**src/hw/rtl/kwlah_pkg.sv**
```systemverilog
// ----------------------------------------------------------------------------
// kwlah_pkg
// Shared types, constants and helper functions for the keyword lexer with an
// Adler-32 keyword table.
// ----------------------------------------------------------------------------
package kwlah_pkg;

  // Keyword table size and slot index width.
  localparam int unsigned KEYWORDS = 16;
  localparam int unsigned SLOT_W   = 4;

  // Adler-32 modulus.
  localparam logic [16:0] ADLER_MOD = 17'd65521;

  // Reset value of the comment byte ('#').
  localparam logic [7:0] COMMENT_RESET = 8'd35;

  // Depth of the result queue and its pointer width.
  localparam int unsigned RQ_DEPTH = 4;
  localparam int unsigned RQ_PTR_W = 2;

  // Character constants.
  localparam logic [7:0] CH_NUL     = 8'h00;
  localparam logic [7:0] CH_TAB     = 8'h09;
  localparam logic [7:0] CH_NL      = 8'h0A;
  localparam logic [7:0] CH_SPACE   = 8'h20;
  localparam logic [7:0] CH_DQUOTE  = 8'h22;
  localparam logic [7:0] CH_LPAREN  = 8'h28;
  localparam logic [7:0] CH_RPAREN  = 8'h29;
  localparam logic [7:0] CH_ZERO    = 8'h30;
  localparam logic [7:0] CH_NINE    = 8'h39;
  localparam logic [7:0] CH_SEMI    = 8'h3B;
  localparam logic [7:0] CH_LBRACE  = 8'h7B;
  localparam logic [7:0] CH_RBRACE  = 8'h7D;

  // Input mode codes.
  localparam logic MODE_TEXT  = 1'b0;
  localparam logic MODE_TABLE = 1'b1;

  // Byte classes.
  typedef enum logic [2:0] {
    CL_OTHER,
    CL_DIGIT,
    CL_SEP,
    CL_QUOTE,
    CL_BLANK,
    CL_NEWLINE,
    CL_COMMENT
  } class_e;

  // Token kinds as reported on the output.
  typedef enum logic [2:0] {
    K_WORD    = 3'd0,
    K_KEYWORD = 3'd1,
    K_NUMBER  = 3'd2,
    K_BLANK   = 3'd3,
    K_NEWLINE = 3'd4,
    K_COMMENT = 3'd5,
    K_QUOTE   = 3'd6
  } kind_e;

  // One accepted input transaction.
  typedef struct packed {
    logic              mode;
    logic [7:0]        char_byte;
    logic [SLOT_W-1:0] slot;
    logic              key_valid;
    logic [31:0]       key_hash;
    logic [15:0]       key_id;
  } item_t;

  // One result token.
  typedef struct packed {
    kind_e       kind;
    logic [15:0] keyword_id;
    logic [15:0] start_pos;
    logic [15:0] token_length;
    logic [15:0] token_number;
    logic        last;
  } res_t;

  // Outcome of the keyword table lookup.
  typedef struct packed {
    logic        hit;
    logic [15:0] id;
  } match_t;

  // Result queue status seen by the front end.
  typedef struct packed {
    logic                room;
    logic [RQ_PTR_W:0]   count;
  } rq_stat_t;

  // Sort one text byte into its class; the comment byte wins over all others.
  function automatic class_e classify(input logic [7:0] b, input logic [7:0] cmt);
    class_e cl;
    cl = CL_OTHER;
    if (b == cmt) begin
      cl = CL_COMMENT;
    end else if (b >= CH_ZERO && b <= CH_NINE) begin
      cl = CL_DIGIT;
    end else begin
      unique case (b)
        CH_LPAREN, CH_RPAREN, CH_LBRACE, CH_RBRACE, CH_SEMI: cl = CL_SEP;
        CH_DQUOTE:        cl = CL_QUOTE;
        CH_SPACE, CH_TAB: cl = CL_BLANK;
        CH_NL:            cl = CL_NEWLINE;
        default:          cl = CL_OTHER;
      endcase
    end
    return cl;
  endfunction

  // One Adler-32 step; both sums stay below the modulus, so a single
  // compare and subtract reduces each of them.
  function automatic logic [31:0] adler_add(input logic [15:0] lo, input logic [15:0] hi,
                                            input logic [7:0] b);
    logic [16:0] t1;
    logic [16:0] t2;
    t1 = {1'b0, lo} + {9'd0, b};
    if (t1 >= ADLER_MOD) begin
      t1 = t1 - ADLER_MOD;
    end
    t2 = {1'b0, hi} + t1;
    if (t2 >= ADLER_MOD) begin
      t2 = t2 - ADLER_MOD;
    end
    return {t2[15:0], t1[15:0]};
  endfunction

endpackage

```
**src/hw/rtl/keyword_lexer_adler_hash_core.sv**
```systemverilog
// ----------------------------------------------------------------------------
// keyword_lexer_adler_hash_core
// Top level of the keyword lexer with an Adler-32 keyword table.
// ----------------------------------------------------------------------------
// The lexer takes one input transaction per cycle unless in_stall_o is set,
// either a text byte or a keyword table write, and returns tokens one per
// output transaction. An accepted byte is held in an input register,
// classified, matched against the sixteen-entry table in parallel and turned
// into at most two tokens once the result queue has room; those tokens go
// into a four-entry result queue that drives the output. Sustained input
// rate is one byte per cycle as long as the output takes one token per cycle
// and no byte yields two tokens; a byte that closes a run and is itself a
// one-byte token yields two tokens, and the output port then sets the limit.
// A configuration write changes the comment byte and is taken in any cycle;
// it is meant for times when no text is in flight.
module keyword_lexer_adler_hash_core (
  input  logic                         clk_i,
  input  logic                         rst_ni,
  // Configuration write channel.
  input  logic                         cfg_valid_i,
  output logic                         cfg_ready_o,
  input  logic [7:0]                   cfg_data_i,
  // Input channel.
  input  logic                         in_valid_i,
  output logic                         in_stall_o,
  input  logic                         mode_i,
  input  logic [7:0]                   char_byte_i,
  input  logic [kwlah_pkg::SLOT_W-1:0] slot_i,
  input  logic                         key_valid_i,
  input  logic [31:0]                  key_hash_i,
  input  logic [15:0]                  key_id_i,
  // Output channel.
  output logic                         out_valid_o,
  input  logic                         out_stall_i,
  output logic [2:0]                   token_kind_o,
  output logic [15:0]                  keyword_id_o,
  output logic [15:0]                  start_pos_o,
  output logic [15:0]                  token_length_o,
  output logic [15:0]                  token_number_o,
  output logic                         last_o
);
  import kwlah_pkg::*;

  logic        in_valid_q, in_valid_d;
  item_t       item_q;
  logic        accept;
  logic        fire;
  logic        pop;
  logic [7:0]  comment_char_q;
  logic [31:0] word_hash;
  match_t      match;
  res_t        res_a;
  res_t        res_b;
  logic [1:0]  push_cnt;
  res_t        head;
  rq_stat_t    rq_stat;

  // Configuration register, always ready.
  assign cfg_ready_o = 1'b1;

  always_ff @(posedge clk_i or negedge rst_ni) begin
    if (!rst_ni) begin
      comment_char_q <= COMMENT_RESET;
    end else if (cfg_valid_i && cfg_ready_o) begin
      comment_char_q <= cfg_data_i;
    end
  end

  // Input register: refilled whenever it is empty or its item is processed.
  assign fire       = in_valid_q && rq_stat.room;
  assign in_stall_o = in_valid_q && !rq_stat.room;
  assign accept     = in_valid_i && !in_stall_o;

  always_comb begin
    in_valid_d = in_valid_q;
    if (accept) begin
      in_valid_d = 1'b1;
    end else if (fire) begin
      in_valid_d = 1'b0;
    end
  end

  always_ff @(posedge clk_i or negedge rst_ni) begin
    if (!rst_ni) begin
      in_valid_q <= 1'b0;
    end else begin
      in_valid_q <= in_valid_d;
    end
  end

  always_ff @(posedge clk_i) begin
    if (accept) begin
      item_q.mode      <= mode_i;
      item_q.char_byte <= char_byte_i;
      item_q.slot      <= slot_i;
      item_q.key_valid <= key_valid_i;
      item_q.key_hash  <= key_hash_i;
      item_q.key_id    <= key_id_i;
    end
  end

  // Keyword table.
  kwlah_kw_table u_kw_table (
    .clk_i       (clk_i),
    .rst_ni      (rst_ni),
    .wr_en_i     (fire && (item_q.mode == MODE_TABLE)),
    .item_i      (item_q),
    .word_hash_i (word_hash),
    .match_o     (match)
  );

  // Lexer state and token builder.
  kwlah_lexer u_lexer (
    .clk_i          (clk_i),
    .rst_ni         (rst_ni),
    .fire_i         (fire),
    .item_i         (item_q),
    .comment_char_i (comment_char_q),
    .match_i        (match),
    .word_hash_o    (word_hash),
    .res_a_o        (res_a),
    .res_b_o        (res_b),
    .push_cnt_o     (push_cnt)
  );

  // Result queue toward the output channel.
  assign pop = out_valid_o && !out_stall_i;

  kwlah_res_fifo u_res_fifo (
    .clk_i      (clk_i),
    .rst_ni     (rst_ni),
    .res_a_i    (res_a),
    .res_b_i    (res_b),
    .push_cnt_i (push_cnt),
    .pop_i      (pop),
    .valid_o    (out_valid_o),
    .head_o     (head),
    .stat_o     (rq_stat)
  );

  assign token_kind_o   = head.kind;
  assign keyword_id_o   = head.keyword_id;
  assign start_pos_o    = head.start_pos;
  assign token_length_o = head.token_length;
  assign token_number_o = head.token_number;
  assign last_o         = head.last;

  // The queue never holds more tokens than it has slots.
  assert property (@(posedge clk_i) disable iff (!rst_ni)
    rq_stat.count <= (RQ_PTR_W + 1)'(RQ_DEPTH))
    else $error("result queue overflow");

  // Input is only stalled while an item waits in the input register.
  assert property (@(posedge clk_i) disable iff (!rst_ni)
    in_stall_o |-> in_valid_q)
    else $error("input stalled with empty input register");

  // A token that is not the last of its byte always has its partner queued.
  assert property (@(posedge clk_i) disable iff (!rst_ni)
    (out_valid_o && !last_o) |=> out_valid_o)
    else $error("second token of a byte missing");

  // Table writes and end-of-text bytes produce no tokens.
  assert property (@(posedge clk_i) disable iff (!rst_ni)
    (fire && (item_q.mode == MODE_TABLE || item_q.char_byte == CH_NUL)) |-> push_cnt == 2'd0)
    else $error("tokens produced without a text byte");

endmodule

```
**src/hw/rtl/kwlah_kw_table.sv**
```systemverilog
// ----------------------------------------------------------------------------
// kwlah_kw_table
// Flat keyword table: sixteen entries of valid flag, Adler-32 and identifier,
// with a parallel compare that returns the lowest matching valid entry.
// ----------------------------------------------------------------------------
module kwlah_kw_table (
  input  logic            clk_i,
  input  logic            rst_ni,
  input  logic            wr_en_i,
  input  kwlah_pkg::item_t item_i,
  input  logic [31:0]     word_hash_i,
  output kwlah_pkg::match_t match_o
);
  import kwlah_pkg::*;

  logic [KEYWORDS-1:0] valid_q;
  logic [31:0]         hash_q [KEYWORDS];
  logic [15:0]         id_q   [KEYWORDS];

  // Valid flags are cleared at reset; an entry is only read when valid.
  always_ff @(posedge clk_i or negedge rst_ni) begin
    if (!rst_ni) begin
      valid_q <= '0;
    end else if (wr_en_i) begin
      valid_q[item_i.slot] <= item_i.key_valid;
    end
  end

  // Hash and identifier storage needs no reset.
  always_ff @(posedge clk_i) begin
    if (wr_en_i) begin
      hash_q[item_i.slot] <= item_i.key_hash;
      id_q[item_i.slot]   <= item_i.key_id;
    end
  end

  // Parallel compare; scanning from the top lets the lowest slot win.
  always_comb begin
    match_o = '0;
    for (int i = KEYWORDS - 1; i >= 0; i--) begin
      if (valid_q[i] && hash_q[i] == word_hash_i) begin
        match_o.hit = 1'b1;
        match_o.id  = id_q[i];
      end
    end
  end

endmodule

```
**src/hw/rtl/kwlah_lexer.sv**
```systemverilog
// ----------------------------------------------------------------------------
// kwlah_lexer
// Lexer state and token builder: classifies one byte, closes and opens runs,
// keeps the running Adler-32 sums and forms up to two tokens per byte.
// ----------------------------------------------------------------------------
module kwlah_lexer (
  input  logic              clk_i,
  input  logic              rst_ni,
  input  logic              fire_i,
  input  kwlah_pkg::item_t  item_i,
  input  logic [7:0]        comment_char_i,
  input  kwlah_pkg::match_t match_i,
  output logic [31:0]       word_hash_o,
  output kwlah_pkg::res_t   res_a_o,
  output kwlah_pkg::res_t   res_b_o,
  output logic [1:0]        push_cnt_o
);
  import kwlah_pkg::*;

  logic        in_word_q, in_word_d;
  logic        in_number_q, in_number_d;
  logic [15:0] run_start_q, run_start_d;
  logic [15:0] position_q, position_d;
  logic [15:0] token_cnt_q, token_cnt_d;
  logic [15:0] sum_low_q, sum_low_d;
  logic [15:0] sum_high_q, sum_high_d;

  class_e      cl;
  logic        text;
  logic        end_text;
  logic        close_word;
  logic        close_num;
  logic        has_run;
  logic        has_single;
  kind_e       run_kind;
  kind_e       single_kind;
  res_t        run_res;
  res_t        single_res;
  logic [15:0] base_low;
  logic [15:0] base_high;
  logic [31:0] sums_new;

  assign word_hash_o = {sum_high_q, sum_low_q};

  // Byte class and the runs it closes.
  always_comb begin
    cl         = classify(item_i.char_byte, comment_char_i);
    text       = (item_i.mode == MODE_TEXT);
    end_text   = text && (item_i.char_byte == CH_NUL);
    close_word = text && !end_text && in_word_q && (cl != CL_OTHER) && (cl != CL_DIGIT);
    close_num  = text && !end_text && in_number_q && (cl != CL_DIGIT);
    has_run    = close_word || close_num;
    has_single = text && !end_text &&
                 (cl == CL_NEWLINE || cl == CL_COMMENT || cl == CL_BLANK || cl == CL_QUOTE);
  end

  // Token kind of a one-byte token.
  always_comb begin
    unique case (cl)
      CL_NEWLINE: single_kind = K_NEWLINE;
      CL_COMMENT: single_kind = K_COMMENT;
      CL_BLANK:   single_kind = K_BLANK;
      default:    single_kind = K_QUOTE;
    endcase
  end

  // Build the run token and the one-byte token, run first when both exist.
  always_comb begin
    if (close_word) begin
      run_kind = match_i.hit ? K_KEYWORD : K_WORD;
    end else begin
      run_kind = K_NUMBER;
    end
    run_res.kind         = run_kind;
    run_res.keyword_id   = (close_word && match_i.hit) ? match_i.id : 16'd0;
    run_res.start_pos    = run_start_q;
    run_res.token_length = position_q - run_start_q;
    run_res.token_number = token_cnt_q;
    run_res.last         = !has_single;

    single_res.kind         = single_kind;
    single_res.keyword_id   = 16'd0;
    single_res.start_pos    = position_q;
    single_res.token_length = 16'd1;
    single_res.token_number = has_run ? (token_cnt_q + 16'd1) : token_cnt_q;
    single_res.last         = 1'b1;

    if (has_run) begin
      res_a_o = run_res;
    end else begin
      res_a_o = single_res;
    end
    res_b_o    = single_res;
    push_cnt_o = fire_i ? (2'(has_run) + 2'(has_single)) : 2'd0;
  end

  // Next lexer state.
  always_comb begin
    in_word_d   = in_word_q;
    in_number_d = in_number_q;
    run_start_d = run_start_q;
    position_d  = position_q;
    token_cnt_d = token_cnt_q;
    sum_low_d   = sum_low_q;
    sum_high_d  = sum_high_q;
    base_low    = in_word_q ? sum_low_q : 16'd1;
    base_high   = in_word_q ? sum_high_q : 16'd0;
    sums_new    = adler_add(base_low, base_high, item_i.char_byte);

    if (fire_i && end_text) begin
      in_word_d   = 1'b0;
      in_number_d = 1'b0;
      run_start_d = 16'd0;
      position_d  = 16'd0;
      token_cnt_d = 16'd0;
      sum_low_d   = 16'd1;
      sum_high_d  = 16'd0;
    end else if (fire_i && text) begin
      token_cnt_d = token_cnt_q + 16'(push_cnt_o);
      position_d  = position_q + 16'd1;
      if (close_word) begin
        in_word_d = 1'b0;
      end
      if (close_num) begin
        in_number_d = 1'b0;
      end
      if (cl == CL_OTHER) begin
        in_word_d  = 1'b1;
        sum_low_d  = sums_new[15:0];
        sum_high_d = sums_new[31:16];
        if (!in_word_q) begin
          run_start_d = position_q;
        end
      end else if (cl == CL_DIGIT) begin
        if (in_word_q) begin
          sum_low_d  = sums_new[15:0];
          sum_high_d = sums_new[31:16];
        end else if (!in_number_q) begin
          in_number_d = 1'b1;
          run_start_d = position_q;
        end
      end
    end
  end

  // Lexer state registers.
  always_ff @(posedge clk_i or negedge rst_ni) begin
    if (!rst_ni) begin
      in_word_q   <= 1'b0;
      in_number_q <= 1'b0;
      run_start_q <= 16'd0;
      position_q  <= 16'd0;
      token_cnt_q <= 16'd0;
      sum_low_q   <= 16'd1;
      sum_high_q  <= 16'd0;
    end else begin
      in_word_q   <= in_word_d;
      in_number_q <= in_number_d;
      run_start_q <= run_start_d;
      position_q  <= position_d;
      token_cnt_q <= token_cnt_d;
      sum_low_q   <= sum_low_d;
      sum_high_q  <= sum_high_d;
    end
  end

endmodule

```
**src/hw/rtl/kwlah_res_fifo.sv**
```systemverilog
// ----------------------------------------------------------------------------
// kwlah_res_fifo
// Result queue: takes up to two tokens per cycle and delivers one per output
// transaction. Room is reported when two more tokens fit.
// ----------------------------------------------------------------------------
module kwlah_res_fifo (
  input  logic               clk_i,
  input  logic               rst_ni,
  input  kwlah_pkg::res_t    res_a_i,
  input  kwlah_pkg::res_t    res_b_i,
  input  logic [1:0]         push_cnt_i,
  input  logic               pop_i,
  output logic               valid_o,
  output kwlah_pkg::res_t    head_o,
  output kwlah_pkg::rq_stat_t stat_o
);
  import kwlah_pkg::*;

  res_t                mem_q [RQ_DEPTH];
  logic [RQ_PTR_W-1:0] wr_ptr_q, wr_ptr_d;
  logic [RQ_PTR_W-1:0] rd_ptr_q, rd_ptr_d;
  logic [RQ_PTR_W:0]   count_q, count_d;

  assign valid_o      = (count_q != '0);
  assign head_o       = mem_q[rd_ptr_q];
  assign stat_o.count = count_q;
  assign stat_o.room  = (count_q <= (RQ_PTR_W + 1)'(RQ_DEPTH - 2));

  // Pointer and fill count update.
  always_comb begin
    wr_ptr_d = wr_ptr_q + RQ_PTR_W'(push_cnt_i);
    rd_ptr_d = rd_ptr_q + RQ_PTR_W'(pop_i);
    count_d  = count_q + (RQ_PTR_W + 1)'(push_cnt_i) - (RQ_PTR_W + 1)'(pop_i);
  end

  always_ff @(posedge clk_i or negedge rst_ni) begin
    if (!rst_ni) begin
      wr_ptr_q <= '0;
      rd_ptr_q <= '0;
      count_q  <= '0;
    end else begin
      wr_ptr_q <= wr_ptr_d;
      rd_ptr_q <= rd_ptr_d;
      count_q  <= count_d;
    end
  end

  // Token storage; the second token goes to the slot after the first.
  always_ff @(posedge clk_i) begin
    if (push_cnt_i != 2'd0) begin
      mem_q[wr_ptr_q] <= res_a_i;
    end
    if (push_cnt_i == 2'd2) begin
      mem_q[wr_ptr_q + RQ_PTR_W'(1)] <= res_b_i;
    end
  end

endmodule
```
**config.mk**
```make
export PLATFORM = sky130hd
export DESIGN_NAME = keyword_lexer_adler_hash_core
export DESIGN_NICKNAME = d
export VERILOG_FILES = /design/src/hw/rtl/kwlah_pkg.sv /design/src/hw/rtl/keyword_lexer_adler_hash_core.sv /design/src/hw/rtl/kwlah_kw_table.sv /design/src/hw/rtl/kwlah_lexer.sv /design/src/hw/rtl/kwlah_res_fifo.sv
export SDC_FILE = /design/constraint.sdc
export NUM_CORES = 2
export LEC_CHECK = 0
export BUFFER_PORTS_ARGS = -buffer_cell sky130_fd_sc_hd__buf_4
export CORE_ASPECT_RATIO = 0.6
export CORE_UTILIZATION = 65
export DETAILED_ROUTE_END_ITERATION = 12
export PLACE_DENSITY = 0.81
export SYNTH_ARGS = -nofsm -noshare
export SYNTH_HDL_FRONTEND = slang
export SYNTH_SLANG_ARGS = --single-unit
```
**constraint.sdc**
```tcl
create_clock -name clk_i -period 19.5 [get_ports clk_i]
set_input_delay 0 -clock clk_i [delete_from_list [all_inputs] [get_ports clk_i]]
set_output_delay 0 -clock clk_i [all_outputs]
set_load 0.1 [all_outputs]
```
==> flow_metrics.py <==
metrics = {
    "sta": {
        "finalCriticalPeriod_ns": 8.48,
        "setup_repair_after_global_routing_missed_its_margin": "no",
        "setup_total_negative_slack_ns": 0,
        "clock-skew-final_ns": 0.0613,
        "post-route-period-util": 0.435,
        "maxSlewHeadroom": -0.0127,
        "hold-worst-slack_ns": 0.0280,
        "final-hold-violation-count": 0,
        "max_freq_mhz": 118,
        "slew_viol_final": 17,
        "worstMarginPinSlew_ns": 1.52,
        "report.final.setup_viol": 0,
    },
    "drt": {
        "remaining_drc_errors": 0,
        "dr_total_vias": 40700,
        "detail_route.wl_per_cell_um": 29.8,
        "drt_iter0_drc": 6793,
        "drtAntennaViolNets": 0,
        "dr.pass1.iters": 9,
        "wl_mm": 174,
        "detail_route.vias_per_cell": 6.96,
    },
    "pwr": {
        "p_per_area_nw_per_um2": 132,
        "power.share.switching": 0.382,
        "clock_power_share": 0.264,
        "cellLeakagePower_nw": 22.1,
        "p_sw_mw": 3.18,
        "cellInternalPower_mw": 5.14,
        "share_seq_of_total_power": 0.403,
        "irDropWorstVdd_mv": 0.153,
        "power.combinational.fraction": 0.333,
        "power.total_mw": 8.32,
    },
    "global_routing": {
        "vias_in_the_first_global_route": 38700,
        "globalRoute.totalOverflow": 0,
        "globalRouteMet3Util": 0.154,
        "grt_first_pass_wirelength_mm": 253,
        "busiest_layer": "met1",
        "grt_max_degree": 63,
        "met1_usage": 0.578,
        "grt_antenna_before_repair": 7,
        "met2_usage": 0.550,
        "track_usage": 0.399,
    },
    "clock_tree": {
        "cts.sink_count": 1216,
        "ctsRootBufferMaster": "sky130_fd_sc_hd__clkbuf_16",
        "cts-buffers-inserted": 105,
        "clock_pin_slew_of_the_registers_on_the_worst_case_setup_and_hold_paths_ns": 0.07,
        "worstSkewPairLatency_ns": 0.75,
        "htree_num_levels": 3,
        "max-clock-path-buffers": 3,
        "cts_hold_buf": 138,
        "tritoncts": "done",
        "post_cts_resized": 0,
        "cts_setup_buffers": 0,
    },
    "critical_path": {
        "crit_family": "compound AO/OA/AOI/OAI gates",
        "criticalPathCategory": "reg2reg",
        "timing.critical_path.required_ns": 20.07,
        "worst-endpoint-arrival_ns": 9.05,
        "path_buf_inv": 2,
        "critical_path_peak_fanout": 17,
        "setup.worst_path.start_class": "register",
        "setup.worst_path.end_class": "register",
        "worst_path_max_delay_cell": "sky130_fd_sc_hd__a21oi_1",
        "cp_max_stage_delay_ns": 0.76,
    },
    "worst_hold_path": {
        "worstHoldPathType": "in2reg",
    },
    "yosys": {
        "synth_top_family_by_area": "simple AND/OR/NAND/NOR gates",
        "synth_edf_count": 970,
        "synth_compound_area_frac": 0.0852,
        "synth_cell_types": 88,
        "synthFlopType": "sky130_fd_sc_hd__edfxtp_1",
        "yosys_warning_count": 0,
        "yosys.area_share.xor_xnor": 0.0943,
        "async_reset_ff_frac": 0.0938,
        "mappedNetlistArea_sq_um": 55600,
        "synth_sequential_area_ratio": 0.623,
        "yosys-mux-area-fraction": 0.0360,
        "yosys.area_share.simple": 0.121,
        "post_synth_fa_ha_maj_area_fraction": 0.0144,
        "postSynthNetCount": 4508,
        "yosys_register_bits": 1216,
        "syn-mean-instance-area_sq_um": 12.7,
        "syn_inst": 4372,
    },
    "finish": {
        "drive_above_1_share": 0.125,
        "final_nets": 4754,
        "mostFrequentLayoutCell": "sky130_fd_sc_hd__edfxtp_1",
        "areaGrowthSynthToFinish_pct": 13.5,
        "most-common-layout-cells": "970 x sky130_fd_sc_hd__edfxtp_1, 364 x sky130_fd_sc_hd__xor2_1, 301 x sky130_fd_sc_hd__nand2_1, 258 x sky130_fd_sc_hd__buf_4",
    },
    "floorplanning": {
        "die_width_um": 380,
        "fp.coreArea_sq_um": 84100,
        "starting_density_of_the_core": 0.661,
        "std_cell_rows": 82,
        "fp.dieH_um": 229,
        "ios": 146,
        "die-area_sq_um": 86800,
    },
    "place": {
        "finalWeightedCongestion": 0.939,
        "port_buffers": 144,
        "detailedPlacementHpwl_mm": 104,
    },
    "flow_run": {
        "drv_cap": 1,
    },
    "status": {
        "run_status": "finished with violations",
        "failed_checks": "max-capacitance violations, max-slew violations",
    },
}
==> routing by layer <==
metal  wire [um]  share of wire
met1       65100           0.37
met2       71200           0.41
met3       30900           0.18
met4        6930          0.040
met5           0              0
==> power groups by stage <==
stage	clock network (mW)	logic, mW	registers (mW)
finish	2.20	2.77	3.36
global placement	0	2.55	3.38
global route	2.29	2.89	3.36
CTS	2.19	2.66	3.34
detailed placement	0	2.61	3.39
floorplan	0	1.90	3.21
==> metrics by stage <==
stage | cells | cell area, sq um | worst slack (ns) | utilization
detailed placement | 5507 | 58100 | 11.48 | 0.691
global placement | 5507 | 58100 | 11.66 | 0.691
global route | 5843 | 63100 | 10.41 | 0.750
finish | 5846 | 63100 | 11.02 | 0.750
CTS | 5843 | 63100 | 11.41 | 0.750
floorplan | 4372 | 55600 | 12.76 | -
==> state kept, by name (all words and copies together) (netlist names), 62 cells and up <==
signal	count
item_q	62
u_kw_table.id_q	256
u_res_fifo.mem_q	272
u_kw_table.hash_q	512
==> synth_stat cells (all sizes together) (14+ instances only) <==
cell	n	area (sq um)
edfxtp	970	29100
nor3b	23	173
dfxtp	132	2640
xor2	364	3190
nand4b	14	123
a211o	15	131
and2	36	225
nand2b	25	156
nor3	78	395
nand2	301	1130
dfrtp	110	2750
nand4	103	644
a221o	16	160
a22o	96	841
inv	112	420
ha	56	701
mux2i	18	180
nor2	248	931
nor2b	61	389
a21oi	104	521
or3	21	131
mux4	68	1530
buf	86	408
nor4b	17	149
o211ai	20	150
a31oi	68	425
or4	17	128
o21a	17	128
nand3	153	766
mux2	26	293
clkbuf	172	646
nor4	151	945
xnor2	235	2060
o31ai	38	285
o21ai	227	1150
and3	16	100
==> worst paths after layout <==
check | depth (start not counted) | startpoint | slack [ns] | end
min in group asynchronous | 3 | rst_ni | 0.44 | comment_char_q[1]
setup / recovery | 26 | u_lexer.sum_low_q[0] | 11.02 | u_lexer.sum_high_q[9]
setup reg to reg | 26 | u_lexer.sum_low_q[0] | 11.02 | u_lexer.sum_high_q[9]
max in group asynchronous | 4 | rst_ni | 17.95 | u_kw_table.valid_q[13]
hold / removal | 2 | key_hash_i[19] | 0.03 | item_q[35]
hold reg to reg | 2 | u_res_fifo.mem_q[3][23] | 0.46 | u_res_fifo.mem_q[3][23]
==> cells by family after synthesis <==
family                     after synthesis
other                                    1
adders and majority gates               61
and+or+nand+nor                       1304
buffers and inverters                  370
muxes                                  112
DFF                                   1216
AOI/OAI and AO/OA                      709
xor gates and xnor gates               599
==> cell type report <==
| cell class | instances | area, sq um |
|---|---|---|
| Multi-Input combinational cell | 2786 | 19700 |
| Timing Repair Buffer | 397 | 3350 |
| Inverter | 112 | 420 |
| Clock buffer | 134 | 2940 |
| Antenna cell | 3 | 7.51 |
| Fill cell | 5168 | 21000 |
| Clock inverter | 64 | 649 |
| Sequential cell | 1216 | 34600 |
| Tap cell | 1134 | 1420 |
Power figures use the tool's default switching activity.
